### src/rtl/lidar_cluster_to_image_columns_unit_defines.svh
// ----------------------------------------------------------------------------
// Assertion macros
// Shared concurrent assertion forms for the cluster window block.
// ----------------------------------------------------------------------------
`ifndef LIDAR_CLUSTER_TO_IMAGE_COLUMNS_UNIT_DEFINES_SVH
`define LIDAR_CLUSTER_TO_IMAGE_COLUMNS_UNIT_DEFINES_SVH

// same-cycle implication, disabled in reset
`define LCIC_ASSERT_NOW(label, ante, cons, msg) \
  label: assert property (@(posedge clk) disable iff (!rst_n) (ante) |-> (cons)) \
    else $error(msg);

// next-cycle implication, disabled in reset
`define LCIC_ASSERT_NEXT(label, ante, cons, msg) \
  label: assert property (@(posedge clk) disable iff (!rst_n) (ante) |=> (cons)) \
    else $error(msg);

`endif

### src/rtl/lcic_pkg.sv
// ----------------------------------------------------------------------------
// lcic_pkg
// Types, constants and the arctangent table of the cluster window block.
// ----------------------------------------------------------------------------
package lcic_pkg;

  localparam int COORD_WIDTH_DEF  = 16;
  localparam int CORDIC_STEPS_DEF = 16;
  localparam int MAX_STEPS        = 24;
  // coordinates enter the rotator scaled to this many bits of magnitude
  localparam int SCALE_REF        = 40;
  localparam int LANE_W           = 43;
  localparam int Z_W              = 28;
  localparam int ANG_W            = 16;

  localparam logic signed [ANG_W-1:0] ANG_PI      = 16'sd25736;
  localparam logic signed [ANG_W-1:0] ANG_HALF_PI = 16'sd12868;
  localparam logic [12:0]             WIN_MAX     = 13'd4096;

  localparam logic [2:0] ST_IN_RANGE   = 3'd0;
  localparam logic [2:0] ST_LEFT_CLIP  = 3'd1;
  localparam logic [2:0] ST_RIGHT_CLIP = 3'd2;
  localparam logic [2:0] ST_BOTH_CLIP  = 3'd3;
  localparam logic [2:0] ST_OUTSIDE    = 3'd4;
  localparam logic [2:0] ST_ORDER_ERR  = 3'd5;
  localparam logic [2:0] ST_BOUNDARY   = 3'd6;

  localparam logic [1:0] REG_HALF_FOV  = 2'd0;
  localparam logic [1:0] REG_PIX_RATE  = 2'd1;
  localparam logic [1:0] REG_IMG_WIDTH = 2'd2;

  localparam logic [13:0] HALF_FOV_RST  = 14'd4289;
  localparam logic [12:0] PIX_RATE_RST  = 13'd611;
  localparam logic [12:0] IMG_WIDTH_RST = 13'd640;

  typedef struct packed {
    logic signed [LANE_W-1:0] x;
    logic signed [LANE_W-1:0] y;
    logic signed [Z_W-1:0]    z;
    logic                     fixed;
    logic signed [ANG_W-1:0]  fixed_ang;
    logic signed [ANG_W-1:0]  base;
  } lane_t;

  typedef struct packed {
    logic [13:0] half_fov;
    logic [12:0] pix_rate;
    logic [12:0] img_width;
  } cfg_t;

  typedef struct packed {
    logic [2:0]              status;
    logic signed [ANG_W-1:0] left_angle;
    logic signed [ANG_W-1:0] right_angle;
    logic [12:0]             offset;
    logic [12:0]             width;
  } result_t;

  // atan(2^-i) in Q24
  function automatic logic [Z_W-1:0] atan_entry(input logic [4:0] idx);
    logic [Z_W-1:0] v;
    case (idx)
      5'd0:  v = 28'd13176795;
      5'd1:  v = 28'd7778716;
      5'd2:  v = 28'd4110060;
      5'd3:  v = 28'd2086331;
      5'd4:  v = 28'd1047214;
      5'd5:  v = 28'd524117;
      5'd6:  v = 28'd262123;
      5'd7:  v = 28'd131069;
      5'd8:  v = 28'd65536;
      5'd9:  v = 28'd32768;
      5'd10: v = 28'd16384;
      5'd11: v = 28'd8192;
      5'd12: v = 28'd4096;
      5'd13: v = 28'd2048;
      5'd14: v = 28'd1024;
      5'd15: v = 28'd512;
      5'd16: v = 28'd256;
      5'd17: v = 28'd128;
      5'd18: v = 28'd64;
      5'd19: v = 28'd32;
      5'd20: v = 28'd16;
      5'd21: v = 28'd8;
      5'd22: v = 28'd4;
      5'd23: v = 28'd2;
      default: v = '0;
    endcase
    return v;
  endfunction

endpackage

### src/rtl/lcic_window.sv
// ----------------------------------------------------------------------------
// lcic_window
// Rounds the rotator angles, classifies them against the field of view and
// forms the pixel window.
// ----------------------------------------------------------------------------
module lcic_window
  import lcic_pkg::*;
(
  input  logic    clk,
  input  logic    rst_n,
  input  logic    adv,
  input  cfg_t    cfg,
  input  logic    in_vld,
  input  lane_t   in_lane_l,
  input  lane_t   in_lane_r,
  output logic    res_vld,
  output result_t res
);

  logic                    vld_a_r, vld_b_r;
  logic signed [ANG_W-1:0] al_a_r, ar_a_r;
  logic signed [ANG_W-1:0] al_b_r, ar_b_r;
  logic [2:0]              st_b_r, st_nxt;
  logic signed [29:0]      prod_l_r, prod_r_r;
  logic [11:0]             ctr_b_r;

  logic signed [16:0] h_s, al_s, ar_s;
  logic               lt_l, gt_l, in_l, lt_r, gt_r, in_r;
  logic signed [16:0] pix_l, pix_r, xl, xr;
  logic signed [18:0] off_s, wid_s;

  function automatic logic signed [ANG_W-1:0] finish(input lane_t a);
    logic signed [Z_W:0] zr, s;
    logic signed [Z_W:0] pi_w;
    logic signed [ANG_W-1:0] r;
    pi_w = (Z_W+1)'(ANG_PI);
    zr   = (Z_W+1)'(a.z) + $signed((Z_W+1)'(1024));
    zr   = zr >>> 11;
    s    = zr + (Z_W+1)'(a.base);
    if (s > pi_w) begin
      r = ANG_PI;
    end else if (s < -pi_w) begin
      r = -ANG_PI;
    end else begin
      r = s[ANG_W-1:0];
    end
    if (a.fixed) begin
      r = a.fixed_ang;
    end
    return r;
  endfunction

  function automatic logic signed [16:0] trunc_pix(input logic signed [29:0] p);
    logic signed [29:0] adj;
    // round toward zero: bias negative products before the shift
    adj = p + (p[29] ? 30'sd8191 : 30'sd0);
    return 17'(adj >>> 13);
  endfunction

  function automatic logic [12:0] sat_win(input logic signed [18:0] v);
    logic [12:0] r;
    if (v < 0) begin
      r = '0;
    end else if (v > $signed({6'd0, WIN_MAX})) begin
      r = WIN_MAX;
    end else begin
      r = v[12:0];
    end
    return r;
  endfunction

  // stage A: angles
  always_ff @(posedge clk) begin
    if (adv) begin
      al_a_r <= finish(in_lane_l);
      ar_a_r <= finish(in_lane_r);
    end
  end

  // stage B: classify and scale to pixels
  always_comb begin
    h_s  = $signed({3'd0, cfg.half_fov});
    al_s = 17'(al_a_r);
    ar_s = 17'(ar_a_r);
    lt_l = al_s < -h_s;
    gt_l = al_s > h_s;
    in_l = (al_s > -h_s) && (al_s < h_s);
    lt_r = ar_s < -h_s;
    gt_r = ar_s > h_s;
    in_r = (ar_s > -h_s) && (ar_s < h_s);
    if (!(al_a_r < ar_a_r)) begin
      st_nxt = ST_ORDER_ERR;
    end else if ((lt_l && lt_r) || (gt_l && gt_r)) begin
      st_nxt = ST_OUTSIDE;
    end else if (lt_l && gt_r) begin
      st_nxt = ST_BOTH_CLIP;
    end else if (lt_l && in_r) begin
      st_nxt = ST_LEFT_CLIP;
    end else if (gt_r && in_l) begin
      st_nxt = ST_RIGHT_CLIP;
    end else if (in_l && in_r) begin
      st_nxt = ST_IN_RANGE;
    end else begin
      st_nxt = ST_BOUNDARY;
    end
  end

  always_ff @(posedge clk) begin
    if (adv) begin
      al_b_r   <= al_a_r;
      ar_b_r   <= ar_a_r;
      st_b_r   <= st_nxt;
      prod_l_r <= 30'(al_a_r) * 30'($signed({1'b0, cfg.pix_rate}));
      prod_r_r <= 30'(ar_a_r) * 30'($signed({1'b0, cfg.pix_rate}));
      ctr_b_r  <= cfg.img_width[12:1];
    end
  end

  always_ff @(posedge clk) begin
    if (!rst_n) begin
      vld_a_r <= 1'b0;
      vld_b_r <= 1'b0;
    end else if (adv) begin
      vld_a_r <= in_vld;
      vld_b_r <= vld_a_r;
    end
  end

  // window edges relative to image center
  always_comb begin
    pix_l = trunc_pix(prod_l_r);
    pix_r = trunc_pix(prod_r_r);
    if ((st_b_r == ST_BOTH_CLIP) || (st_b_r == ST_LEFT_CLIP)) begin
      xl = -$signed({5'd0, ctr_b_r});
    end else begin
      xl = pix_l;
    end
    if ((st_b_r == ST_BOTH_CLIP) || (st_b_r == ST_RIGHT_CLIP)) begin
      xr = $signed({5'd0, ctr_b_r});
    end else begin
      xr = pix_r;
    end
    off_s = $signed({7'd0, ctr_b_r}) + 19'(xl);
    wid_s = 19'(xr) - 19'(xl);
    res.status      = st_b_r;
    res.left_angle  = al_b_r;
    res.right_angle = ar_b_r;
    if (st_b_r <= ST_BOTH_CLIP) begin
      res.offset = sat_win(off_s);
      res.width  = sat_win(wid_s);
    end else begin
      res.offset = '0;
      res.width  = '0;
    end
  end

  assign res_vld = vld_b_r;

endmodule

### config.mk
export PLATFORM = sky130hd
export DESIGN_NAME = lcic_window
export DESIGN_NICKNAME = d
export VERILOG_FILES = /design/src/rtl/lidar_cluster_to_image_columns_unit_defines.svh /design/src/rtl/lcic_pkg.sv /design/src/rtl/lcic_window.sv
export SDC_FILE = /design/constraint.sdc
export NUM_CORES = 2
export LEC_CHECK = 0
export ABC_AREA = 1
export BUFFER_PORTS_ARGS = -buffer_cell sky130_fd_sc_hd__buf_4
export CORE_MARGIN = 1
export CORE_UTILIZATION = 66
export CTS_CLUSTER_SIZE = 20
export DETAILED_ROUTE_END_ITERATION = 6
export GPL_TIMING_DRIVEN = 1
export PLACE_DENSITY = 0.95
export SYNTH_ARGS = -nofsm -noshare
export SYNTH_HDL_FRONTEND = slang
export SYNTH_SLANG_ARGS = --single-unit
### constraint.sdc
create_clock -name clk -period 9.2 [get_ports clk]
set_clock_uncertainty 0.05 [all_clocks]
set_input_delay 0.92 -clock clk [delete_from_list [all_inputs] [get_ports clk]]
set_output_delay 0.92 -clock clk [all_outputs]
set_load 0.05 [all_outputs]
==> impl_metrics.tcl <==
set metrics [dict create \
    drt_pass1_iterations 6 \
    met2WireLength_um 38800 \
    maxSlewHeadroom_pct 29.9 \
    die_h_um 216 \
    cts.sinks 141 \
    yosysUniqueCellTypes 65 \
    crit_path_end_kind "output pin" \
    final-max-slew-violation-count 0 \
    diodes 0 \
    worstMarginPinSlew_ns 1.05 \
    port-buffer-count 206 \
    syn_inst 3906 \
    vias 27000 \
    grt_pass1_vias 28300 \
    worst_ep_arrival_time_ns 6.09 \
    syn_nets 4968 \
    grt-ovfl-total 0 \
    avgSynthCellArea_um2 7.74 \
    insertion_delay_ns 0.50 \
    synth_seq_area_share_pct 13.9 \
    root_buffer "clkbuf_16" \
    track_usage_pct 36.0 \
    whs_ns 0.451 \
    vias_per_cell 5.80 \
    grt_max_degree 81 \
    synth_flop_cell "edfxtp_1" \
    crit_slowest_cell "edfxtp_1" \
    setup_ws_ns 2.14 \
    drt-total-wl_um 81500 \
    path_clk_slew_ns 0.06 \
    syn_to_final_growth_pct 8.44 \
    finalCritPeriodShare_pct 76.7 \
    cts_tree "yes" \
    wl_per_cell_um 17.5 \
    synth_area_leaders "fa_1 (27%), edfxtp_1 (14%), ha_1 (13%)" \
    min_period_ns 7.06 \
    max_freq_ghz 0.142 \
    wl_met1_um 29000 \
    clockBufferDepth 2 \
    setup_viol 0 \
    die_w_um 216 \
    synth.top_cell.area_share_pct 27.0 \
    initial_utilization_pct 66.8 \
    worstSetupStartpointType "register" \
    antenna_found_initial 1 \
    yosysWarnings 0 \
    cpPeakStageDelay_ns 0.62 \
    synth_largest_area_cell "fa_1" \
    dpl_worst_slack_ns 1.97 \
    grt_pass1_wl_um 134000 \
    drv_cap 0 \
    synth_edf_count 139 \
    ios 400 \
    placed_cells 4628 \
    synth.top_cells.by_count "nand2_1 (985), inv_1 (888), fa_1 (408), ha_1 (316), a21oi_1 (187)" \
    ant_nets 0 \
    postCtsSetupRepairBufs 0 \
    core_area_um2 45300 \
    cts_buffers 17 \
    rsz0062_at_grt "no" \
    top_layer_used "met5" \
    outcome "finished clean" \
    synthesis.area_um2 30200 \
    whs_path_depth 2 \
    finalHoldViolations 0 \
    cts_hold_buf 0 \
    fin_setup_tns_ns 0 \
    ys_seq_elements 141 \
    ctsResizeCount 0 \
    yosysMostFrequentCell "nand2_1" \
    wl_met3_um 9010 \
    r2r.worst_path.cells 30 \
    min_path_type "register to register" \
    die_area_um2 46700 \
    crit_top_cell "nor2_1" \
    path_class "register to output pin" \
    gp_congestion 0.956 \
    drc_errors 0 \
    drt_iter0_markers 2395 \
    final_nets 5109 \
    finalNonFillerCells 4659 \
    critPathRequiredTime_ns 8.23 \
    layout-drive-gt1-share_pct 9.21 \
    worst-path-max-fanout 14 \
    hpwlAfterDp_um 63400 \
    num_rows 78 \
    synthArstFlopShare_pct 0 \
    h-tree-depth 4 \
]
==> placed cells by master (no fill, tap or decap), types with 5 or more instances in the layout <==
master	count
o31ai_1	6
o2111ai_1	5
xor2_1	115
nand4_1	42
buf_4	210
o21ai_2	7
a21oi_1	187
o21ai_1	18
nand3_2	13
edfxtp_1	139
nand2_2	30
a211oi_1	9
ha_1	316
o21bai_1	7
nor2_4	5
nor4_1	19
xnor2_1	47
nand2_4	9
nand3b_1	5
nand3_1	137
nand2_1	985
nor2_2	29
clkbuf_16	17
a31oi_1	9
inv_1	888
o21a_1	12
nor3_2	6
fa_1	408
nor3_1	42
nor2_1	171
inv_2	13
o21ai_0	84
==> worst paths after layout <==
| path | start | to | slack, ns |
|---|---|---|---|
| worst min-delay path | vld_a_r$_SDFFE_PN0P_ | res_vld$_SDFFE_PN0P_ | 0.45 |
| worst max-delay path | prod_l_r[29]$_DFFE_PP_ | res[13] | 2.14 |
| worst max register to register | ar_a_r[7]$_DFFE_PP_ | prod_r_r[28]$_DFFE_PP_ | 2.16 |
| worst min register to register | vld_a_r$_SDFFE_PN0P_ | res_vld$_SDFFE_PN0P_ | 0.45 |
==> cell families after synthesis <==
| group | count (synthesis) | share of synthesized area [%] |
|---|---|---|
| and+or+nand+nor | 1514 | 21.7 |
| buffers and inverters | 991 | 12.5 |
| adders and majority gates | 724 | 40.1 |
| AOI/OAI and AO/OA | 374 | 7.10 |
| xor gates and xnor gates | 162 | 4.69 |
| DFF | 141 | 13.9 |
==> routing by layer <==
layer	track usage (%)	up-vias
met4	21.0	2
met2	61.3	1659
li1	-	12400
met5	0	-
met3	8.85	477
met1	41.1	12500
==> through the flow <==
| stage | cell area, um2 | utilization, % |
|---|---|---|
| after floorplan | 30200 | - |
| after global placement | 32200 | 71.1 |
| after detailed placement | 32200 | 71.1 |
| after CTS | 32800 | 72.4 |
| after global routing | 32800 | 72.4 |
| final | 32800 | 72.4 |
==> layout make-up <==
| cell class | instances | area, um2 |
|---|---|---|
| multi-input combinational | 2774 | 22300 |
| clock inverter | 14 | 166 |
| sequential | 141 | 4210 |
| tap | 600 | 751 |
| clock buffer | 17 | 425 |
| fill | 3146 | 12500 |
| inverter | 902 | 3390 |
| timing repair buffer | 211 | 1590 |
==> sequential cells by signal, summed over array words and instances (netlist names) <==
name,cells
ar_a_r,16
prod_r_r,30
prod_l_r,30
res_vld,1
al_b_r,16
vld_a_r,1
st_b_r,3
ar_b_r,16
ctr_b_r,12
al_a_r,16
==> critical path, delay by kind of cell, from the launching register on <==
| family | cells | cell delay [ns] |
|---|---|---|
| AND/OR/NAND/NOR | 15 | 1.92 |
| AO/OA/AOI/OAI | 7 | 1.66 |
| adder cells (fa/ha/maj) | 2 | 0.80 |
| flip-flops | 1 | 0.62 |
| buffers and inverters | 4 | 0.47 |
| XOR/XNOR | 1 | 0.11 |
Power is not shown: default switching activity piles up to over one toggle a cycle in this logic, so the estimate is an artifact.
