--- config.mk ---
export PLATFORM = sky130hd
export DESIGN_NAME = lcic_cordic_cell
export DESIGN_NICKNAME = d
export VERILOG_FILES = /design/src/rtl/lidar_cluster_to_image_columns_unit_defines.svh /design/src/rtl/lcic_pkg.sv /design/src/rtl/lcic_cordic_cell.sv
export SDC_FILE = /design/constraint.sdc
export NUM_CORES = 1
export LEC_CHECK = 0
export ABC_AREA = 1
export BUFFER_PORTS_ARGS = -buffer_cell sky130_fd_sc_hd__buf_2
export CORE_UTILIZATION = 49
export CTS_CLUSTER_SIZE = 10
export DETAILED_ROUTE_END_ITERATION = 7
export GPL_ROUTABILITY_DRIVEN = 0
export PLACE_DENSITY_LB_ADDON = 0.3
export SYNTH_ARGS = -nofsm -noshare
export SYNTH_HDL_FRONTEND = slang
export SYNTH_SLANG_ARGS = --single-unit
--- constraint.sdc ---
create_clock -name clk -period 4 [get_ports clk]
set_input_delay 0.2 -clock clk [delete_from_list [all_inputs] [get_ports clk]]
set_output_delay 0.2 -clock clk [all_outputs]
set_load 0.01 [all_outputs]
--- src/rtl/lidar_cluster_to_image_columns_unit_defines.svh ---
// ----------------------------------------------------------------------------
// Assertion macros
// Shared concurrent assertion forms for the cluster window block.
// ----------------------------------------------------------------------------
`ifndef LIDAR_CLUSTER_TO_IMAGE_COLUMNS_UNIT_DEFINES_SVH
`define LIDAR_CLUSTER_TO_IMAGE_COLUMNS_UNIT_DEFINES_SVH

// same-cycle implication, disabled in reset
`define LCIC_ASSERT_NOW(label, ante, cons, msg) \
  label: assert property (@(posedge clk) disable iff (!rst_n) (ante) |-> (cons)) \
    else $error(msg);

// next-cycle implication, disabled in reset
`define LCIC_ASSERT_NEXT(label, ante, cons, msg) \
  label: assert property (@(posedge clk) disable iff (!rst_n) (ante) |=> (cons)) \
    else $error(msg);

`endif

--- src/rtl/lcic_pkg.sv ---
// ----------------------------------------------------------------------------
// lcic_pkg
// Types, constants and the arctangent table of the cluster window block.
// ----------------------------------------------------------------------------
package lcic_pkg;

  localparam int COORD_WIDTH_DEF  = 16;
  localparam int CORDIC_STEPS_DEF = 16;
  localparam int MAX_STEPS        = 24;
  // coordinates enter the rotator scaled to this many bits of magnitude
  localparam int SCALE_REF        = 40;
  localparam int LANE_W           = 43;
  localparam int Z_W              = 28;
  localparam int ANG_W            = 16;

  localparam logic signed [ANG_W-1:0] ANG_PI      = 16'sd25736;
  localparam logic signed [ANG_W-1:0] ANG_HALF_PI = 16'sd12868;
  localparam logic [12:0]             WIN_MAX     = 13'd4096;

  localparam logic [2:0] ST_IN_RANGE   = 3'd0;
  localparam logic [2:0] ST_LEFT_CLIP  = 3'd1;
  localparam logic [2:0] ST_RIGHT_CLIP = 3'd2;
  localparam logic [2:0] ST_BOTH_CLIP  = 3'd3;
  localparam logic [2:0] ST_OUTSIDE    = 3'd4;
  localparam logic [2:0] ST_ORDER_ERR  = 3'd5;
  localparam logic [2:0] ST_BOUNDARY   = 3'd6;

  localparam logic [1:0] REG_HALF_FOV  = 2'd0;
  localparam logic [1:0] REG_PIX_RATE  = 2'd1;
  localparam logic [1:0] REG_IMG_WIDTH = 2'd2;

  localparam logic [13:0] HALF_FOV_RST  = 14'd4289;
  localparam logic [12:0] PIX_RATE_RST  = 13'd611;
  localparam logic [12:0] IMG_WIDTH_RST = 13'd640;

  typedef struct packed {
    logic signed [LANE_W-1:0] x;
    logic signed [LANE_W-1:0] y;
    logic signed [Z_W-1:0]    z;
    logic                     fixed;
    logic signed [ANG_W-1:0]  fixed_ang;
    logic signed [ANG_W-1:0]  base;
  } lane_t;

  typedef struct packed {
    logic [13:0] half_fov;
    logic [12:0] pix_rate;
    logic [12:0] img_width;
  } cfg_t;

  typedef struct packed {
    logic [2:0]              status;
    logic signed [ANG_W-1:0] left_angle;
    logic signed [ANG_W-1:0] right_angle;
    logic [12:0]             offset;
    logic [12:0]             width;
  } result_t;

  // atan(2^-i) in Q24
  function automatic logic [Z_W-1:0] atan_entry(input logic [4:0] idx);
    logic [Z_W-1:0] v;
    case (idx)
      5'd0:  v = 28'd13176795;
      5'd1:  v = 28'd7778716;
      5'd2:  v = 28'd4110060;
      5'd3:  v = 28'd2086331;
      5'd4:  v = 28'd1047214;
      5'd5:  v = 28'd524117;
      5'd6:  v = 28'd262123;
      5'd7:  v = 28'd131069;
      5'd8:  v = 28'd65536;
      5'd9:  v = 28'd32768;
      5'd10: v = 28'd16384;
      5'd11: v = 28'd8192;
      5'd12: v = 28'd4096;
      5'd13: v = 28'd2048;
      5'd14: v = 28'd1024;
      5'd15: v = 28'd512;
      5'd16: v = 28'd256;
      5'd17: v = 28'd128;
      5'd18: v = 28'd64;
      5'd19: v = 28'd32;
      5'd20: v = 28'd16;
      5'd21: v = 28'd8;
      5'd22: v = 28'd4;
      5'd23: v = 28'd2;
      default: v = '0;
    endcase
    return v;
  endfunction

endpackage

--- src/rtl/lcic_cordic_cell.sv ---
// ----------------------------------------------------------------------------
// lcic_cordic_cell
// One vectoring micro-rotation for both kept points, registered.
// ----------------------------------------------------------------------------
module lcic_cordic_cell
  import lcic_pkg::*;
#(
  parameter int STEP = 0
) (
  input  logic  clk,
  input  logic  rst_n,
  input  logic  adv,
  input  logic  in_vld,
  input  lane_t in_lane_l,
  input  lane_t in_lane_r,
  output logic  out_vld,
  output lane_t out_lane_l,
  output lane_t out_lane_r
);

  localparam logic [Z_W-1:0] ATAN_STEP = atan_entry(5'(STEP));

  logic  vld_r;
  lane_t lane_l_r, lane_r_r;

  function automatic lane_t rotate(input lane_t a);
    lane_t                    r;
    logic signed [LANE_W-1:0] dx, dy;
    dx = a.y >>> STEP;
    dy = a.x >>> STEP;
    r  = a;
    if (!a.y[LANE_W-1]) begin
      r.x = a.x + dx;
      r.y = a.y - dy;
      r.z = a.z + $signed(ATAN_STEP);
    end else begin
      r.x = a.x - dx;
      r.y = a.y + dy;
      r.z = a.z - $signed(ATAN_STEP);
    end
    return r;
  endfunction

  always_ff @(posedge clk) begin
    if (!rst_n) begin
      vld_r <= 1'b0;
    end else if (adv) begin
      vld_r <= in_vld;
    end
  end

  always_ff @(posedge clk) begin
    if (adv) begin
      lane_l_r <= rotate(in_lane_l);
      lane_r_r <= rotate(in_lane_r);
    end
  end

  assign out_vld    = vld_r;
  assign out_lane_l = lane_l_r;
  assign out_lane_r = lane_r_r;

endmodule

==> metrics, run 1 <==
fin. max-slew vios 0; via-per-instance ratio between 5 and 6; hpwl dp 104000 um; crit end category flip-flop; Worst Slack Setup Final 1.33 ns; cell with the most instances after synthesis nand2_1; Slew HR 0.270; Worst Clk Skew 0 ns; Core Area 67300 um^2; Yosys reg bits 293; Synth Flop Type edfxtp_1; Hold Fails Final Rpt 0; vias in the first global route 35000; Area growth, synth to finish 16.1%; height of the die 263 um; kind of critical path in2reg; Reg clk slew, reported paths approximately 0.050 ns; Power Density 314 nW/um^2; MaxCap Viol Count 0; Post-Synthesis Cells 5303; clock share of power 0.264; vias post-DR 37700; final cell count without fillers 6808; Worst Setup Start Kind primary input; synthesized net count between 5000 and 6000; HP Class in2reg; Final Cell Area 38800 um^2; top post-synthesis cells by area edfxtp_1, nand2_1, ha_1; Worst Path Arrival 2.98 ns; Tcrit/Tclk final 0.668; GR Util All Layers 0.359; top cells by count, synth nand2_1, inv_1, nor2_1; placed insts 6660; Resize count post-CTS 0; Seq pwr share 0.334; global-route wire length before repair 193000 um; Starting Density 0.497; final setup fails 0; TNS Setup 0 ns; storage element area 8790 um^2; status complete, no violations; Placed Area 36900 um^2; fin nets between 6000 and 7000; Synth area leader edfxtp_1; mean area per synthesized cell ~6.3 um^2; EDFF count, synth ~290; first-pass iteration count of the detailed router 7; DR WL/cell 19.0 um; P_leak 0.0211 uW; CP max-delay cell ha_1; top fanout value on the critical path 11; worst slew pin tran 1.10 ns; Synth async-reset ratio 0; clk root buf clkbuf_16; Top cell by count, worst path nand2_1; clk_lat worst skew 0.56 ns; RSZ-0062 raised after global routing no; CTS Buf Count 38; clk sinks 293; mapped cell area 33400 um^2; area of the multi-input gates roughly 21000 um^2; sw frac 0.405; Die W 263 um; routed wire length 130000 um; DRT iter0 DRCs ~4400; Final min period between 2 and 3 ns; Fmax 374 MHz; Comb pwr share 0.402; Setup Slack @ Placement 0.984 ns; synth unique cells 46; VDD IR max 0.000298 V; largest net degree at the start of global routing 98; cells along the critical path buf_2, inv_1, ha_1, nand2_1, nor2_1, nand2_1, nor2_1, nand3_1, nand2_1, nor2_1, nand2_1, nand2_1, nand3_1, nand2_1; I/O pin count between 500 and 600; final core occ 0.577; max incr delay on CP 0.64 ns; gr ovfl total 0; initial antenna violation count 22; synth warn 0; layout cells sized above 1 0.119; Fill cells 6617; CTS tree done; P_int 7260 uW; Rows 95; Buffers on Ports 592; H-Tree Depth 2; DRT antenna net count 0; Die ar. 69300 um^2; drc violations 0; part of the Yosys area used for sequential elements 0.263; flop-to-flop setup slack 2.79 ns; switching pwr about 5000 uW; Clock Tree Buf Depth 3; WP data required about 4.3 ns; top-area cell type share of the netlist area 0.262
[sequential cells by signal, indices dropped and copies added (netlist names)]
signal and flops:
out_lane_r 146, out_vld 1, out_lane_l 146
[logic make-up (layout without fill, tap and decap cells)]
logic type / after synthesis / count (layout) / synth area share
AND/OR/NAND/NOR: 2915 / 2915 / 0.355
buffers and inverters: 1029 / 1645 / 0.122
AO/OA/AOI/OAI: 620 / 620 / 0.102
adder cells (fa/ha/maj): 344 / 344 / 0.131
flip-flops: 293 / 293 / 0.263
XOR/XNOR: 98 / 98 / 0.0257
multiplexers: 4 / 4 / 0.00120
other: 0 / 16 / 0
[metal layers]
layer | routed length [um] | track usage | part of all wire | vias to the layer above
met3 | 13100 | 0.0661 | 0.10 | 515
met4 | 9170 | 0.226 | 0.071 | 8
met1 | 47900 | 0.429 | 0.37 | 17000
li1 | - | - | - | 17900
met5 | 51 | 0 | 0.00039 | -
met2 | 59400 | 0.594 | 0.46 | 2259
[critical path, delay by kind of cell]
family	cells	cell delay, ns
buf+inv	2	0.15
simple gates	11	2.00
fa+ha+maj	1	0.64
[what timing repair did]
item	CTS	global route
buffers inserted	0	0
endpoints found under the hold margin	73	0
hold buffers	73	0
[final cells by class]
cell class | instances | area share
Clock buffer | 50 | 0.0265
Multi-Input combinational cell | 3981 | 0.530
Antenna cell | 16 | 0.00103
Clock inverter | 9 | 0.00142
Sequential cell | 293 | 0.227
Tap cell | 873 | 0.0282
Timing Repair Buffer | 675 | 0.0985
Inverter | 911 | 0.0882
[metrics by stage]
stage,power [uW],hold slack [ns]
floorplan,7020,0.293
global placement,8720,0.376
detailed placement,8780,0.378
CTS,12100,0.00797
global route,12800,0.0412
finish,12200,0.0298
[cell usage in the layout, fill, tap and decap left out, types with 9 or more instances in the layout]
| cell | n |
|---|---|
| nand2_1 | 1823 |
| inv_1 | 902 |
| buf_2 | 589 |
| nor2_1 | 499 |
| nand3_1 | 456 |
| ha_1 | 336 |
| a21oi_1 | 304 |
| edfxtp_1 | 292 |
| o21ai_0 | 161 |
| xor2_1 | 84 |
| dlygate4sd3_1 | 73 |
| o21bai_1 | 61 |
| nand4_1 | 39 |
| clkbuf_16 | 39 |
| nor3_1 | 25 |
| o22ai_1 | 24 |
| o21ai_1 | 22 |
| nor2_2 | 20 |
| diode_2 | 16 |
| xnor2_1 | 14 |
| nand3b_1 | 12 |
| and2_1 | 11 |
| a21o_1 | 10 |
| o21a_1 | 10 |
| clkbuf_1 | 10 |
| buf_4 | 9 |
[path summary, 6_finish.rpt]
path | to | cells after the start | start
worst max-delay path | out_lane_r[143] | 14 | in_lane_r[95]
worst min-delay path | out_lane_r[104] | 3 | in_lane_r[104]
worst max register to register | out_vld | 3 | out_vld
worst min register to register | out_vld | 3 | out_vld
[power groups by stage]
stage / clock network (uW) / logic, uW / registers, uW
4_1_cts: 3260 / 4730 / 4070
3_5_place_dp: 0 / 4650 / 4130
3_3_place_gp: 0 / 4600 / 4120
6_report: 3220 / 4900 / 4070
2_1_floorplan: 0 / 2720 / 4300
5_1_grt: 3370 / 5300 / 4100
Power figures use the tool's default switching activity.
==> run 2: changes to the inputs <==
--- a/config.mk
+++ b/config.mk
@@ -5,7 +5,7 @@
 export SDC_FILE = /design/constraint.sdc
 export NUM_CORES = 1
 export LEC_CHECK = 0
-export ABC_AREA = 1
+export ABC_AREA = 0
 export BUFFER_PORTS_ARGS = -buffer_cell sky130_fd_sc_hd__buf_2
 export CORE_UTILIZATION = 49
 export CTS_CLUSTER_SIZE = 10
==> constraint.sdc (replaced) <==
create_clock -name clk -period 2.7 [get_ports clk]
set_input_delay 0.135 -clock clk [delete_from_list [all_inputs] [get_ports clk]]
set_output_delay 0.135 -clock clk [all_outputs]
set_load 0.01 [all_outputs]
==> run 2 against run 1 <==
  * The run now ends with negative setup slack left
  * Synthesized cell count shrank 42%
  * Core utilization grew 13 points
  * First-iteration DRC count shrank 26%
  * Critical path depth shrank 1
  * Global-route usage is essentially flat
  * Count of clock-buffer cells in the layout is the same
  * Non-clock buffer count grew 716
  * Flip-flop and latch count is the same
  * Clock power grew 44%
  * Register-to-register slack lost 1.3 ns
  * Via count shrank 22%
  * Largest cell class unchanged
  * Highest routed layer unchanged
==> metrics, run 2 <==
Buffers on Ports 592 (unchanged); Final Cell Area 38300 um^2 (-1.3%); Hold Fails Final Rpt 0 (unchanged); placed insts 4956 (-26%); DR WL/cell 20.2 um (+6.4%); P_leak 0.0179 uW (-15%); Synth area leader edfxtp_1; DRT iter0 DRCs 3221 (-26%); global route hottest layer met2; commonest non-fill, non-tap cells in the layout buf_4, buf_2, a21oi_1; failing checks negative setup slack; Worst Clk Skew 0 ns (unchanged); VDD IR max 0.000460 V (+54%); Worst Path Arrival 3.00 ns (+0.02 ns); initial antenna violation count 25 (+14%); top cells by count, synth a21oi_1, ha_1, edfxtp_1; clk_lat worst skew 0.56 ns (about the same); worst slew pin tran 0.895 ns (-0.200 ns); Synth Flop Type edfxtp_1; Rows 85 (-11%); Placed Area 35900 um^2 (-2.7%); top post-synthesis cells by area edfxtp_1, ha_1, a21oi_1; clk root buf clkbuf_16; Core Area 53900 um^2 (-20%); Slew HR 0.404 (+0.134); clk sinks 293 (unchanged); Post-Synthesis Cells 3073 (-42%); largest net degree at the start of global routing 74 (-24%); Clock Tree Buf Depth 3 (unchanged); top-area cell type share of the netlist area 0.327 (+0.0649); fin nets 5028 (-23%); worst-case reg-to-reg path depth 3 (unchanged); CTS tree done; met3 Usage GRT 0.0689 (+0.00280); EDFF count, synth 292 (unchanged); Die W 236 um (-10%); Area growth, synth to finish 42.9%; part of the Yosys area used for sequential elements 0.328 (+0.0650); GR Util All Layers 0.359 (about the same); mapped cell area 26800 um^2 (-20%); MaxCap Viol Count 0 (unchanged); status finished, violations left; global-route wire length before repair 157000 um (-19%); Worst Setup Start Kind primary input; kind of critical path in2reg; Final min period 2.70 ns; HP Class in2reg; first-pass iteration count of the detailed router 6 (-1); synthesized net count 3715 (-38%); final cell count without fillers 5123 (-25%); worst hold slack 0.0155 ns (-0.0143 ns); WHS Path Cells 3 (unchanged); WP data required 3.00 ns (-1.31 ns); Fill cells 4158 (-37%); gr ovfl total 0 (unchanged); Worst Slack Setup Final -0.000159 ns (-1.33 ns); crit end category flip-flop; synth unique cells 97 (+110%); most common cell after layout, fill and taps aside buf_4; met1 Resource Use GR 0.436 (+0.00607); drc violations 0 (unchanged); mean area per synthesized cell 8.72 um^2 (+38%); height of the die 236 um (-10%); layout cells sized above 1 0.344 (+0.225); Reg clk slew, reported paths 0.05 ns (about the same); area of the multi-input gates 17100 um^2 (-17%); hpwl dp 80900 um (-22%); vias post-DR 29500 (-22%); flop-to-flop setup slack 1.50 ns (-1.29 ns); synth warn 0 (unchanged); GRT met2 Usage 0.600 (+0.00535); Yosys reg bits 293 (unchanged); Synth async-reset ratio 0 (unchanged); via-per-instance ratio 5.76 (+3.8%); DRT antenna net count 0 (unchanged); CTS Buf Count 37 (-2.6%); Die ar. 55600 um^2 (-20%); Power Density 485 nW/um^2 (+54%); TNS Setup -0.000159 ns (-0.000159 ns); Fmax between 300 and 400 MHz; final setup fails 1 (+1); top fanout value on the critical path 3 (-8); Starting Density 0.497 (about the same); RSZ-0062 raised after global routing yes; fin. max-slew vios 0 (unchanged); I/O pin count 593 (unchanged); cell with the most instances after synthesis a21oi_1; final core occ 0.710 (+0.133); vias in the first global route 28900 (-17%); H-Tree Depth 2 (unchanged); Tcrit/Tclk final 1.00; routed wire length 104000 um (-20%); storage element area 8790 um^2 (unchanged)
-- run 2: cell types whose count changed in the layout (fill, tap and decap cells not counted), sizes merged, moves of 44 or more --
cell / previous run / this run
o21ai: 185 / 237
buf: 602 / 1315
nor2: 519 / 270
nor3: 27 / 71
xnor2: 14 / 184
inv: 910 / 271
nand3: 458 / 39
a21o: 10 / 66
a21oi: 308 / 406
xor2: 84 / 29
nand2: 1831 / 190
-- run 2: worst paths after layout --
check                 start              end
max          in_lane_l[117]  out_lane_l[100]
min           in_lane_l[33]   out_lane_l[33]
max reg2reg         out_vld          out_vld
min reg2reg         out_vld          out_vld
-- run 2: cells by family after synthesis --
group / Yosys count / share of synthesized area
adders and majority gates: 344 / 0.163
muxes: 45 / 0.0169
AOI/OAI and AO/OA: 1022 / 0.235
buffers and inverters: 398 / 0.0572
DFF: 293 / 0.328
and+or+nand+nor: 758 / 0.131
xor gates and xnor gates: 213 / 0.0696
-- run 2: layout make-up --
cell class / count / area share
multi-input combinational: 2382 / 0.447
timing repair buffer: 1391 / 0.242
sequential: 293 / 0.230
inverter: 281 / 0.0285
clock buffer: 50 / 0.0263
tap: 696 / 0.0227
clock inverter: 9 / 0.00186
antenna: 21 / 0.00137
-- run 2: repair_timing --
action | CTS | global route
pin swaps | 13 | 31
hold buffers | 77 | 0
resized for setup | 12 | 74
endpoints found under the hold margin | 78 | 0
setup buffers | 6 | 6
setup endpoints to repair | 16 | 53
-- run 2: where the power goes --
group,total [uW],internal (uW),switching (uW)
sequential,6170,5920,253
combinational,7780,3470,4310
clock,4630,2610,2020
-- run 2: per-layer routing --
layer,routed length [um],share of wire
met1,38900,0.37
met2,48900,0.47
met3,10200,0.098
met4,5690,0.055
met5,77,0.00074
-- run 2: worst max-delay path: stages --
cell      delay (ns)
buf_2           0.15
buf_4           0.15
ha_1            0.24
or3_1           0.41
o21a_1          0.22
o21ai_1         0.18
o211ai_2        0.19
a31o_1          0.31
a311oi_2        0.32
nor2_1          0.11
o311ai_1        0.28
o41ai_1         0.15
xnor2_1         0.15
-- run 2: through the flow --
| stage | setup slack [ns] | total power, uW |
|---|---|---|
| detailed placement | -0.714 | 13500 |
| finish | -0.000159 | 18600 |
| global route | -0.0856 | 19300 |
| floorplan | -0.426 | 9970 |
| global placement | -0.654 | 13400 |
| CTS | 0.00100 | 18300 |
