===== src/rtl/lidar_cluster_to_image_columns_unit_defines.svh =====
// ----------------------------------------------------------------------------
// Assertion macros
// Shared concurrent assertion forms for the cluster window block.
// ----------------------------------------------------------------------------
`ifndef LIDAR_CLUSTER_TO_IMAGE_COLUMNS_UNIT_DEFINES_SVH
`define LIDAR_CLUSTER_TO_IMAGE_COLUMNS_UNIT_DEFINES_SVH

// same-cycle implication, disabled in reset
`define LCIC_ASSERT_NOW(label, ante, cons, msg) \
  label: assert property (@(posedge clk) disable iff (!rst_n) (ante) |-> (cons)) \
    else $error(msg);

// next-cycle implication, disabled in reset
`define LCIC_ASSERT_NEXT(label, ante, cons, msg) \
  label: assert property (@(posedge clk) disable iff (!rst_n) (ante) |=> (cons)) \
    else $error(msg);

`endif


===== src/rtl/lcic_pkg.sv =====
// ----------------------------------------------------------------------------
// lcic_pkg
// Types, constants and the arctangent table of the cluster window block.
// ----------------------------------------------------------------------------
package lcic_pkg;

  localparam int COORD_WIDTH_DEF  = 16;
  localparam int CORDIC_STEPS_DEF = 16;
  localparam int MAX_STEPS        = 24;
  // coordinates enter the rotator scaled to this many bits of magnitude
  localparam int SCALE_REF        = 40;
  localparam int LANE_W           = 43;
  localparam int Z_W              = 28;
  localparam int ANG_W            = 16;

  localparam logic signed [ANG_W-1:0] ANG_PI      = 16'sd25736;
  localparam logic signed [ANG_W-1:0] ANG_HALF_PI = 16'sd12868;
  localparam logic [12:0]             WIN_MAX     = 13'd4096;

  localparam logic [2:0] ST_IN_RANGE   = 3'd0;
  localparam logic [2:0] ST_LEFT_CLIP  = 3'd1;
  localparam logic [2:0] ST_RIGHT_CLIP = 3'd2;
  localparam logic [2:0] ST_BOTH_CLIP  = 3'd3;
  localparam logic [2:0] ST_OUTSIDE    = 3'd4;
  localparam logic [2:0] ST_ORDER_ERR  = 3'd5;
  localparam logic [2:0] ST_BOUNDARY   = 3'd6;

  localparam logic [1:0] REG_HALF_FOV  = 2'd0;
  localparam logic [1:0] REG_PIX_RATE  = 2'd1;
  localparam logic [1:0] REG_IMG_WIDTH = 2'd2;

  localparam logic [13:0] HALF_FOV_RST  = 14'd4289;
  localparam logic [12:0] PIX_RATE_RST  = 13'd611;
  localparam logic [12:0] IMG_WIDTH_RST = 13'd640;

  typedef struct packed {
    logic signed [LANE_W-1:0] x;
    logic signed [LANE_W-1:0] y;
    logic signed [Z_W-1:0]    z;
    logic                     fixed;
    logic signed [ANG_W-1:0]  fixed_ang;
    logic signed [ANG_W-1:0]  base;
  } lane_t;

  typedef struct packed {
    logic [13:0] half_fov;
    logic [12:0] pix_rate;
    logic [12:0] img_width;
  } cfg_t;

  typedef struct packed {
    logic [2:0]              status;
    logic signed [ANG_W-1:0] left_angle;
    logic signed [ANG_W-1:0] right_angle;
    logic [12:0]             offset;
    logic [12:0]             width;
  } result_t;

  // atan(2^-i) in Q24
  function automatic logic [Z_W-1:0] atan_entry(input logic [4:0] idx);
    logic [Z_W-1:0] v;
    case (idx)
      5'd0:  v = 28'd13176795;
      5'd1:  v = 28'd7778716;
      5'd2:  v = 28'd4110060;
      5'd3:  v = 28'd2086331;
      5'd4:  v = 28'd1047214;
      5'd5:  v = 28'd524117;
      5'd6:  v = 28'd262123;
      5'd7:  v = 28'd131069;
      5'd8:  v = 28'd65536;
      5'd9:  v = 28'd32768;
      5'd10: v = 28'd16384;
      5'd11: v = 28'd8192;
      5'd12: v = 28'd4096;
      5'd13: v = 28'd2048;
      5'd14: v = 28'd1024;
      5'd15: v = 28'd512;
      5'd16: v = 28'd256;
      5'd17: v = 28'd128;
      5'd18: v = 28'd64;
      5'd19: v = 28'd32;
      5'd20: v = 28'd16;
      5'd21: v = 28'd8;
      5'd22: v = 28'd4;
      5'd23: v = 28'd2;
      default: v = '0;
    endcase
    return v;
  endfunction

endpackage


===== src/rtl/lcic_tracker.sv =====
// ----------------------------------------------------------------------------
// lcic_tracker
// Keeps the least-y and greatest-y points of the open cluster and loads
// both kept points into the rotator on the last point.
// ----------------------------------------------------------------------------
module lcic_tracker
  import lcic_pkg::*;
#(
  parameter int COORD_WIDTH = COORD_WIDTH_DEF
) (
  input  logic                          clk,
  input  logic                          rst_n,
  input  logic                          accept,
  input  logic                          adv,
  input  logic signed [COORD_WIDTH-1:0] point_x,
  input  logic signed [COORD_WIDTH-1:0] point_y,
  input  logic                          last_point,
  output logic                          pre_vld,
  output lane_t                         pre_lane_l,
  output lane_t                         pre_lane_r
);

  localparam int SCALE = SCALE_REF - COORD_WIDTH;

  logic signed [COORD_WIDTH-1:0] lx_r, ly_r, gx_r, gy_r;
  logic signed [COORD_WIDTH-1:0] lx_nxt, ly_nxt, gx_nxt, gy_nxt;
  logic                          await_r;
  logic                          pre_vld_r;
  lane_t                         lane_l_r, lane_r_r;

  function automatic lane_t prep(input logic signed [COORD_WIDTH-1:0] px,
                                 input logic signed [COORD_WIDTH-1:0] py);
    lane_t                    a;
    logic signed [LANE_W-1:0] xe, ye;
    xe = LANE_W'(px);
    ye = LANE_W'(py);
    a.z         = '0;
    a.fixed     = 1'b0;
    a.fixed_ang = '0;
    a.base      = '0;
    if (px == '0) begin
      a.fixed     = 1'b1;
      a.fixed_ang = py[COORD_WIDTH-1] ? -ANG_HALF_PI : ANG_HALF_PI;
    end else if (py == '0) begin
      a.fixed     = 1'b1;
      a.fixed_ang = px[COORD_WIDTH-1] ? ANG_PI : '0;
    end
    if (px[COORD_WIDTH-1]) begin
      a.base = py[COORD_WIDTH-1] ? -ANG_PI : ANG_PI;
      xe = -xe;
      ye = -ye;
    end
    a.x = xe <<< SCALE;
    a.y = ye <<< SCALE;
    return a;
  endfunction

  always_comb begin
    if (await_r) begin
      lx_nxt = point_x;
      ly_nxt = point_y;
      gx_nxt = point_x;
      gy_nxt = point_y;
    end else begin
      lx_nxt = lx_r;
      ly_nxt = ly_r;
      gx_nxt = gx_r;
      gy_nxt = gy_r;
      // strict compares: on a tie the earlier point stays
      if (point_y < ly_r) begin
        lx_nxt = point_x;
        ly_nxt = point_y;
      end
      if (point_y > gy_r) begin
        gx_nxt = point_x;
        gy_nxt = point_y;
      end
    end
  end

  always_ff @(posedge clk) begin
    if (!rst_n) begin
      lx_r      <= '0;
      ly_r      <= '0;
      gx_r      <= '0;
      gy_r      <= '0;
      await_r   <= 1'b1;
      pre_vld_r <= 1'b0;
    end else begin
      if (accept) begin
        lx_r    <= lx_nxt;
        ly_r    <= ly_nxt;
        gx_r    <= gx_nxt;
        gy_r    <= gy_nxt;
        await_r <= last_point;
      end
      if (adv) begin
        pre_vld_r <= accept && last_point;
      end
    end
  end

  always_ff @(posedge clk) begin
    if (adv) begin
      lane_l_r <= prep(lx_nxt, ly_nxt);
      lane_r_r <= prep(gx_nxt, gy_nxt);
    end
  end

  assign pre_vld    = pre_vld_r;
  assign pre_lane_l = lane_l_r;
  assign pre_lane_r = lane_r_r;

endmodule


===== config.mk =====
export PLATFORM = sky130hd
export DESIGN_NAME = lcic_tracker
export DESIGN_NICKNAME = d
export VERILOG_FILES = /design/src/rtl/lidar_cluster_to_image_columns_unit_defines.svh /design/src/rtl/lcic_pkg.sv /design/src/rtl/lcic_tracker.sv
export SDC_FILE = /design/constraint.sdc
export NUM_CORES = 1
export LEC_CHECK = 0
export ABC_AREA = 1
export BUFFER_PORTS_ARGS = -buffer_cell sky130_fd_sc_hd__buf_4
export CAP_MARGIN = 25
export CORE_MARGIN = 2
export CORE_UTILIZATION = 48
export DETAILED_ROUTE_END_ITERATION = 16
export PLACE_DENSITY_LB_ADDON = 0.05
export SYNTH_ARGS = -nofsm -noshare
export SYNTH_HDL_FRONTEND = slang
export SYNTH_SLANG_ARGS = --single-unit

===== constraint.sdc =====
create_clock -name clk -period 2.8 [get_ports clk]
set_clock_uncertainty 0.2 [all_clocks]
set_input_delay 0.28 -clock clk [delete_from_list [all_inputs] [get_ports clk]]
set_output_delay 0.28 -clock clk [all_outputs]
set_load 0.02 [all_outputs]

==> results.txt, run 1 <==
----------------------------------------------------
[Routing]
  Via total after detailed routing ... 9637
  Detail Route Antenna Nets ... 0
  Violation count after the first detailed-routing iteration ... 597
  Drt total wl ... 29.8 mm
  Via density ... 4.69
  Post-route DRC ... 0
  Number of search-and-repair iterations in the first detailed-routing pass ... 5
  Wire per inst ... 14.5 um

[Timing]
  Transition time at the pin with the least slew margin ... 0.604 ns
  Final Slew Violations ... 0
  Unrepaired setup endpoints after global routing ... true
  Smallest setup slack after layout ... -0.278 ns
  Maximum clock rate ... 325 MHz
  Final cycle utilization of the critical path ... 110%
  Final hold violation count ... 0
  Count of endpoints failing setup in the final report ... 77
  Setup TNS Final ... -12.77 ns
  Max-slew headroom ... 59.7%
  Final min period ... 3.08 ns

[Floorplan]
  Area inside the core boundary ... 0.0224 mm^2
  Starting density of the core ... 48.5%
  Standard-cell rows ... 55
  Floorplan die width ... 155 um
  Die H ... 155 um
  Die outline area ... 0.0239 mm^2
  IO Count ... 332

[Setup path]
  Start of the worst register-to-register path ... ly_r[5]
  Element type at the critical path start ... flip-flop
  Launch point of the worst path ... ly_r[5]
  Worst path required time ... 2.80 ns
  Endpoint type of the worst setup path ... flip-flop
  Data arrival time of the critical path ... 3.08 ns
  CP max FO ... 5
  Worst setup path class ... reg2reg

[Clock tree]
  Root buffer selected by CTS ... sky130_fd_sc_hd__clkbuf_16
  Source-to-sink clock delay at the later pin of the worst-skew pair ... 0.45 ns
  Number of levels in the clock H-tree ... 4
  Clock slew at the register clock pins of the worst setup and hold paths ... 0.07 ns
  TritonCTS Buffers ... 17
  Clock tree from TritonCTS ... yes
  Clock tree buffer depth ... 2
  Number of clock sinks ... 160

[Yosys]
  Post-synth EDFFs ... 94
  Area share of the leading cell type in the synthesized netlist ... 25.9%
  Sequential-to-total area share from yosys stat ... 38.1%
  Most numerous cell in the Yosys netlist ... sky130_fd_sc_hd__nand2_1
  Async SR Flop Fraction ... 0%
  Count of unique library cells instantiated by Yosys ... 35
  Largest cells by area after synthesis ... sky130_fd_sc_hd__edfxtp_1, sky130_fd_sc_hd__buf_4, sky130_fd_sc_hd__dfxtp_1
  Gate count after technology mapping ... 1426
  Synthesis warning total ... 0
  Most frequent cells after synthesis ... sky130_fd_sc_hd__nand2_1, sky130_fd_sc_hd__inv_1, sky130_fd_sc_hd__buf_4
  Largest area contributor in the netlist ... sky130_fd_sc_hd__edfxtp_1
  Primary FF master, synth ... sky130_fd_sc_hd__edfxtp_1
  Number of synthesized register bits ... 160
  Mean area per synthesized cell ... 7.63 um^2
  Post-synthesis instance area ... 0.0109 mm^2

[Job]
  Max-capacitance violation count ... 0

[Pwr]
  Total power after layout ... 8.45 mW
  Pleak ... 7.87 nW
  Worst IR drop on VDD ... 411 uV
  Power per unit of standard cell area ... 539 mW/mm^2

[Worst hold path]
  Hold_sp ... rst_n
  Path class of the lowest-slack min-delay path ... in2reg

[Run status]
  Violations in the final reports ... setup timing
  Outcome ... finished with violations

[Place]
  Global placement routability congestion ... 0.860
  Post-DP HPWL ... 20.1 mm
  Total of buffers placed on input and output ports ... 169

[Layout]
  Fill cell instance count of the final layout ... 1815
  Diode insertion count for antenna repair ... 0
  Layout cell share with drive strength beyond 1 ... 42.7%
  Area growth from synthesis to layout ... 44.1%
  Final #Nets ... 1827

[Global routing]
  Global route overflow ... 0
  Vias in the first global route ... 8703
  Global router's overall resource usage ... 23.1%
  Largest net degree at the start of global routing ... 97
  First-pass GRT wire length ... 43.9 mm
  Antenna violations before repair ... 0

----------------------------------------------------
[final cells by class]
cell class / count / area (um^2) / share of cell area, %
inverter: 253 / 967 / 6.17
clock inverter: 14 / 226 / 1.44
sequential: 160 / 4170 / 26.6
clock buffer: 18 / 429 / 2.74
multi-input combinational: 932 / 6120 / 39.0
tap: 285 / 357 / 2.27
timing repair buffer: 392 / 3410 / 21.7
[state kept, by name, indices dropped and copies added (netlist names)]
signal / flops
lx_r: 16
pre_lane_l: 47
ly_r: 16
pre_lane_r: 47
pre_vld: 1
gy_r: 16
gx_r: 16
await_r: 1
[worst max-delay path: stages, from the launching register on]
cell	delay (ns)
sky130_fd_sc_hd__dfxtp_2	0.32
sky130_fd_sc_hd__inv_2	0.06
sky130_fd_sc_hd__ha_4	0.20
sky130_fd_sc_hd__a21oi_2	0.13
sky130_fd_sc_hd__nor2_1	0.07
sky130_fd_sc_hd__nor3_2	0.20
sky130_fd_sc_hd__nand2_1	0.09
sky130_fd_sc_hd__nand2_2	0.10
sky130_fd_sc_hd__nand3_4	0.09
sky130_fd_sc_hd__nand3_4	0.12
sky130_fd_sc_hd__buf_12	0.15
sky130_fd_sc_hd__buf_12	0.10
sky130_fd_sc_hd__buf_16	0.10
sky130_fd_sc_hd__buf_6	0.11
sky130_fd_sc_hd__nand2_4	0.05
sky130_fd_sc_hd__nand2_4	0.11
sky130_fd_sc_hd__nand2_4	0.07
sky130_fd_sc_hd__nor2_4	0.16
sky130_fd_sc_hd__nand3_4	0.13
sky130_fd_sc_hd__nand2_4	0.11
sky130_fd_sc_hd__nand3_2	0.05
sky130_fd_sc_hd__nand2_1	0.07
sky130_fd_sc_hd__inv_1	0.04
[metrics by stage]
stage	hold WS [ns]	setup slack, ns	cell area, um^2	instances	util (%)
after floorplan	0.170	-0.0263	11800	1593	-
after CTS	0.00731	-0.181	14600	2021	65.2
final	0.0212	-0.278	15700	2054	69.9
after global routing	0.0281	-0.427	15700	2054	69.9
after global placement	0.263	-0.405	12800	1953	57.2
after detailed placement	0.265	-0.441	12800	1953	57.2
[layer usage]
layer / vias up / routed length, um / track usage, %
met2: 314 / 15500 / 41.6
met4: 0 / 529 / 6.13
met1: 4483 / 12200 / 29.1
met5: - / 0 / 0
li1: 4802 / - / -
met3: 38 / 1540 / 3.25
[logic make-up after synthesis]
logic type	count (synthesis)	share of synthesized area [%]
AO/OA/AOI/OAI	201	10.3
XOR/XNOR	31	2.49
adder cells (fa/ha/maj)	34	3.91
buffers and inverters	502	25.1
flip-flops	160	38.1
other	1	0.0345
AND/OR/NAND/NOR	497	20.0
[power by group]
group,leakage [nW],switching (mW),internal [mW]
combinational,6.08,1.72,1.21
clock,0.312,1.06,1.60
sequential,1.48,0.0964,2.77
[layout by cell type, fill, tap and decap left out, types with 24 or more instances in the layout]
master                     count
sky130_fd_sc_hd__edfxtp_1     94
sky130_fd_sc_hd__nor2_2       28
sky130_fd_sc_hd__o21ai_0      51
sky130_fd_sc_hd__nand4_1      29
sky130_fd_sc_hd__dfxtp_1      44
sky130_fd_sc_hd__nand2_2      74
sky130_fd_sc_hd__nand2_4      35
sky130_fd_sc_hd__inv_2        33
sky130_fd_sc_hd__nand3_1      39
sky130_fd_sc_hd__ha_4         24
sky130_fd_sc_hd__buf_6        34
sky130_fd_sc_hd__nand2_1     206
sky130_fd_sc_hd__xor2_1       24
sky130_fd_sc_hd__conb_1      168
sky130_fd_sc_hd__inv_1       213
sky130_fd_sc_hd__nor2_4       33
sky130_fd_sc_hd__a21oi_1      58
sky130_fd_sc_hd__buf_4       331
[worst paths after layout]
check        slack [ns]  cells after the start              end
max               -0.28                     22  pre_lane_l[142]
min                0.02                      3          pre_vld
max reg2reg       -0.28                     22  pre_lane_l[142]
min reg2reg        0.29                      2          lx_r[3]
[what timing repair did]
| item | CTS | global route |
|---|---|---|
| pin swaps | 75 | 84 |
| resized for setup | 220 | 202 |
| setup buffers | 29 | 31 |
| hold buffers | 2 | 0 |
| cloned | 6 | 4 |
| endpoints found under the setup margin | 77 | 99 |
| endpoints found under the hold margin | 2 | 0 |
Note: power is estimated with default switching activity, not from simulation.
==> inputs of run 2 (changes only) <==
- PLACE_DENSITY: not set -> 0.76
- PLACE_DENSITY_LB_ADDON: 0.05 -> not set
==> results.txt, run 2 (same netlist as run 1, synthesis figures left out) <==
----------------------------------------------------
[Run status]
  Outcome ... finished with violations
  Violations in the final reports ... setup timing

[Pwr]
  Net switching power ... 2.86 mW (-0.52%)
  Switching Share ... 35.0% (+1.0 points)
  Comb power frac ... 36.8% (+2.2 points)
  Sequential power share ... 35.2% (+1.2 points)
  Pleak ... 7.79 nW (-1.0%)
  Part of the power in the clock network ... 28.0% (-3.4 points)
  Worst IR drop on VDD ... 331 uV (-19%)
  Power per unit of standard cell area ... 524 mW/mm^2 (-2.8%)
  P_int ... 5.31 mW (-4.9%)

[Place]
  Total of buffers placed on input and output ports ... 169 (unchanged)
  Post-DP HPWL ... 20.1 mm (about the same)
  Placed instance count ... 1965 (+0.61%)
  Global placement routability congestion ... 0.886 (+3.0%)

[Worst hold path]
  End point of the worst hold path ... lx_r[2]
  Hold path cells ... 5 (+2)
  Path class of the lowest-slack min-delay path ... in2reg
  Hold_sp ... point_x[2]

[Global routing]
  Met1 track demand over resource in global routing ... 26.8% (-2.3 points)
  Grt met2 use ... 41.7% (+0.064 points)
  First-pass GRT wire length ... 43.8 mm (-0.13%)
  Largest net degree at the start of global routing ... 42 (-57%)
  Global router's overall resource usage ... 22.9% (-0.18 points)
  Global route overflow ... 0 (unchanged)
  Global route hottest layer ... met2
  Met3 track demand over resource ... 3.98% (+0.73 points)
  Antenna violations before repair ... 0 (unchanged)
  Vias in the first global route ... 9004 (+3.5%)

[Layout]
  Final #Nets ... 1830 (+0.16%)
  Leading cell type in the layout, fill and taps excluded ... sky130_fd_sc_hd__buf_4
  Area growth from synthesis to layout ... 43.2%
  Post-Layout Cell Count ... 2058 (+0.19%)
  Layout cell share with drive strength beyond 1 ... 43.5% (+0.77 points)
  Leading cell types in the layout, fill and taps excluded ... sky130_fd_sc_hd__buf_4, sky130_fd_sc_hd__nand2_1, sky130_fd_sc_hd__inv_1

[Routing]
  Via total after detailed routing ... 10400 (+7.6%)
  Post-route DRC ... 0 (unchanged)
  Wire per inst ... 16.3 um (+12%)
  Drt total wl ... 33.5 mm (+13%)
  Number of search-and-repair iterations in the first detailed-routing pass ... 5 (unchanged)
  Via density ... 5.04 (+7.4%)
  Violation count after the first detailed-routing iteration ... 885 (+48%)
  Detail Route Antenna Nets ... 0 (unchanged)

[Timing]
  Final hold violation count ... 0 (unchanged)
  Max-slew headroom ... 51.2% (-8.5 points)
  Worst hold slack after final layout ... 0.0192 ns (-0.00202 ns)
  Smallest setup slack after layout ... -0.404 ns (-0.126 ns)
  Unrepaired setup endpoints after global routing ... true
  Count of endpoints failing setup in the final report ... 87 (+13%)
  Maximum clock rate ... 312 MHz (-3.9%)
  Final cycle utilization of the critical path ... 114% (+4.5 points)
  Final Slew Violations ... 0 (unchanged)
  Setup TNS Final ... -18.29 ns (-5.53 ns)
  Transition time at the pin with the least slew margin ... 0.730 ns (+0.127 ns)
  Final min period ... 3.20 ns (+0.126 ns)

[Floorplan]
  IO Count ... 332 (unchanged)
  Floorplan die width ... 155 um (unchanged)
  Area inside the core boundary ... 0.0224 mm^2 (unchanged)
  Die H ... 155 um (unchanged)
  Starting density of the core ... 48.5% (unchanged)
  Standard-cell rows ... 55 (unchanged)
  Die outline area ... 0.0239 mm^2 (unchanged)

[Setup path]
  Element type at the critical path start ... flip-flop
  Crit-path cells ... inv_2, ha_4, nand2_2, inv_2, nand3_2, nor2_2, nand3_1, nor2_2, a21oi_2, nand2_2, nand2_8, clkbuf_16, o21ai_4, nand2_2, buf_6, nor2_4, nand2_1, nand2_1, nand2_1, nand2_1, nand2_1
  Worst Reg-to-Reg Cells ... 21 (-4.5%)
  Stage delay of the slowest cell on the critical path ... 0.33 ns (about the same)
  CP max FO ... 7 (+2)
  Cell mode on critical path ... sky130_fd_sc_hd__nand2_1
  Internal reg-to-reg setup slack ... -0.40 ns (-0.13 ns)
  Start of the worst register-to-register path ... gy_r[11]
  Endpoint type of the worst setup path ... flip-flop
  Worst setup path class ... reg2reg
  Critical Path Slowest Stage Cell ... sky130_fd_sc_hd__dfxtp_2
  Data arrival time of the critical path ... 3.20 ns (+0.12 ns)
  R2r endpoint ... pre_lane_r[99]
  Worst path required time ... 2.80 ns (about the same)

[Clock tree]
  Number of clock sinks ... 160 (unchanged)
  Clock tree from TritonCTS ... yes
  Source-to-sink clock delay at the later pin of the worst-skew pair ... 0.44 ns (about the same)
  Root buffer selected by CTS ... sky130_fd_sc_hd__clkbuf_16
  Clock tree buffer depth ... 2 (unchanged)
  Clock slew at the register clock pins of the worst setup and hold paths ... 0.07 ns (about the same)
  TritonCTS Buffers ... 17 (unchanged)
  Number of levels in the clock H-tree ... 4 (unchanged)

[Job]
  Max-capacitance violation count ... 0 (unchanged)

----------------------------------------------------
==> run 2: cell types whose count changed in the layout (fill, tap and decap cells not counted), sizes merged <==
cell / change
nand3: +1
nand2: -1
clkinv: +2
clkbuf: +8
diode: +1
clkinvlp: -1
bufinv: -3
buf: +1
inv: -4
==> run 2: stage by stage <==
stage          utilization [%]  setup slack (ns)  cell area [um^2]  total power [mW]
2_1_floorplan                -           -0.0263             11800              4.50
3_3_place_gp              57.7            -0.327             12900              5.17
3_5_place_dp              57.7            -0.384             12900              5.22
4_1_cts                   64.0            -0.164             14400              7.69
5_1_grt                   69.5            -0.490             15600              8.49
6_report                  69.5            -0.404             15600              8.16
==> run 2: how the worst max path moves through the flow <==
stage	startpoint	to	slack, ns
final	gy_r[11]	pre_lane_r[99]	-0.40
after global routing	gy_r[11]	pre_lane_r[99]	-0.49
after CTS	ly_r[5]	pre_lane_l[97]	-0.16
after detailed placement	point_y[6]	pre_lane_l[97]	-0.38
after global placement	point_y[2]	pre_lane_r[100]	-0.33
after floorplan	ly_r[5]	pre_lane_l[97]	-0.03
==> run 2: cell type report <==
class	instances	area [um^2]
antenna	1	2.50
sequential	160	4180
clock inverter	8	90.1
clock buffer	24	462
inverter	253	967
fill	1586	6850
multi-input combinational	932	6160
tap	285	357
timing repair buffer	395	3370
==> run 2: repair_timing <==
| item | 4_1_cts | 5_1_grt |
|---|---|---|
| endpoints found under the setup margin | 79 | 95 |
| pin swaps | 54 | 92 |
| gates resized for setup | 175 | 238 |
| gates cloned | 3 | 7 |
| hold endpoints to repair | 2 | 0 |
| buffers inserted | 17 | 32 |
| hold buffers | 2 | 0 |
==> run 2: critical path: cells and delay by family, from the launching register on <==
kind                     cells  cell delay, ns
AND/OR/NAND/NOR             14            1.49
buffers and inverters        4            0.42
flip-flops                   1            0.33
AO/OA/AOI/OAI                2            0.25
adder cells (fa/ha/maj)      1            0.27
==> run 2: power by group through the flow <==
| stage | combinational [mW] | sequential, mW | clock [mW] |
|---|---|---|---|
| global route | 3.19 | 2.90 | 2.40 |
| global placement | 2.26 | 2.91 | 0 |
| detailed placement | 2.31 | 2.91 | 0 |
| floorplan | 1.41 | 3.09 | 0 |
| finish | 3.00 | 2.88 | 2.29 |
| CTS | 2.53 | 2.87 | 2.29 |
==> run 2: metal layers <==
layer  part of all wire, %  wire (um)
met5                     0          0
met1                    36      12200
met4                   5.0       1670
met3                   7.6       2550
met2                    51      17100
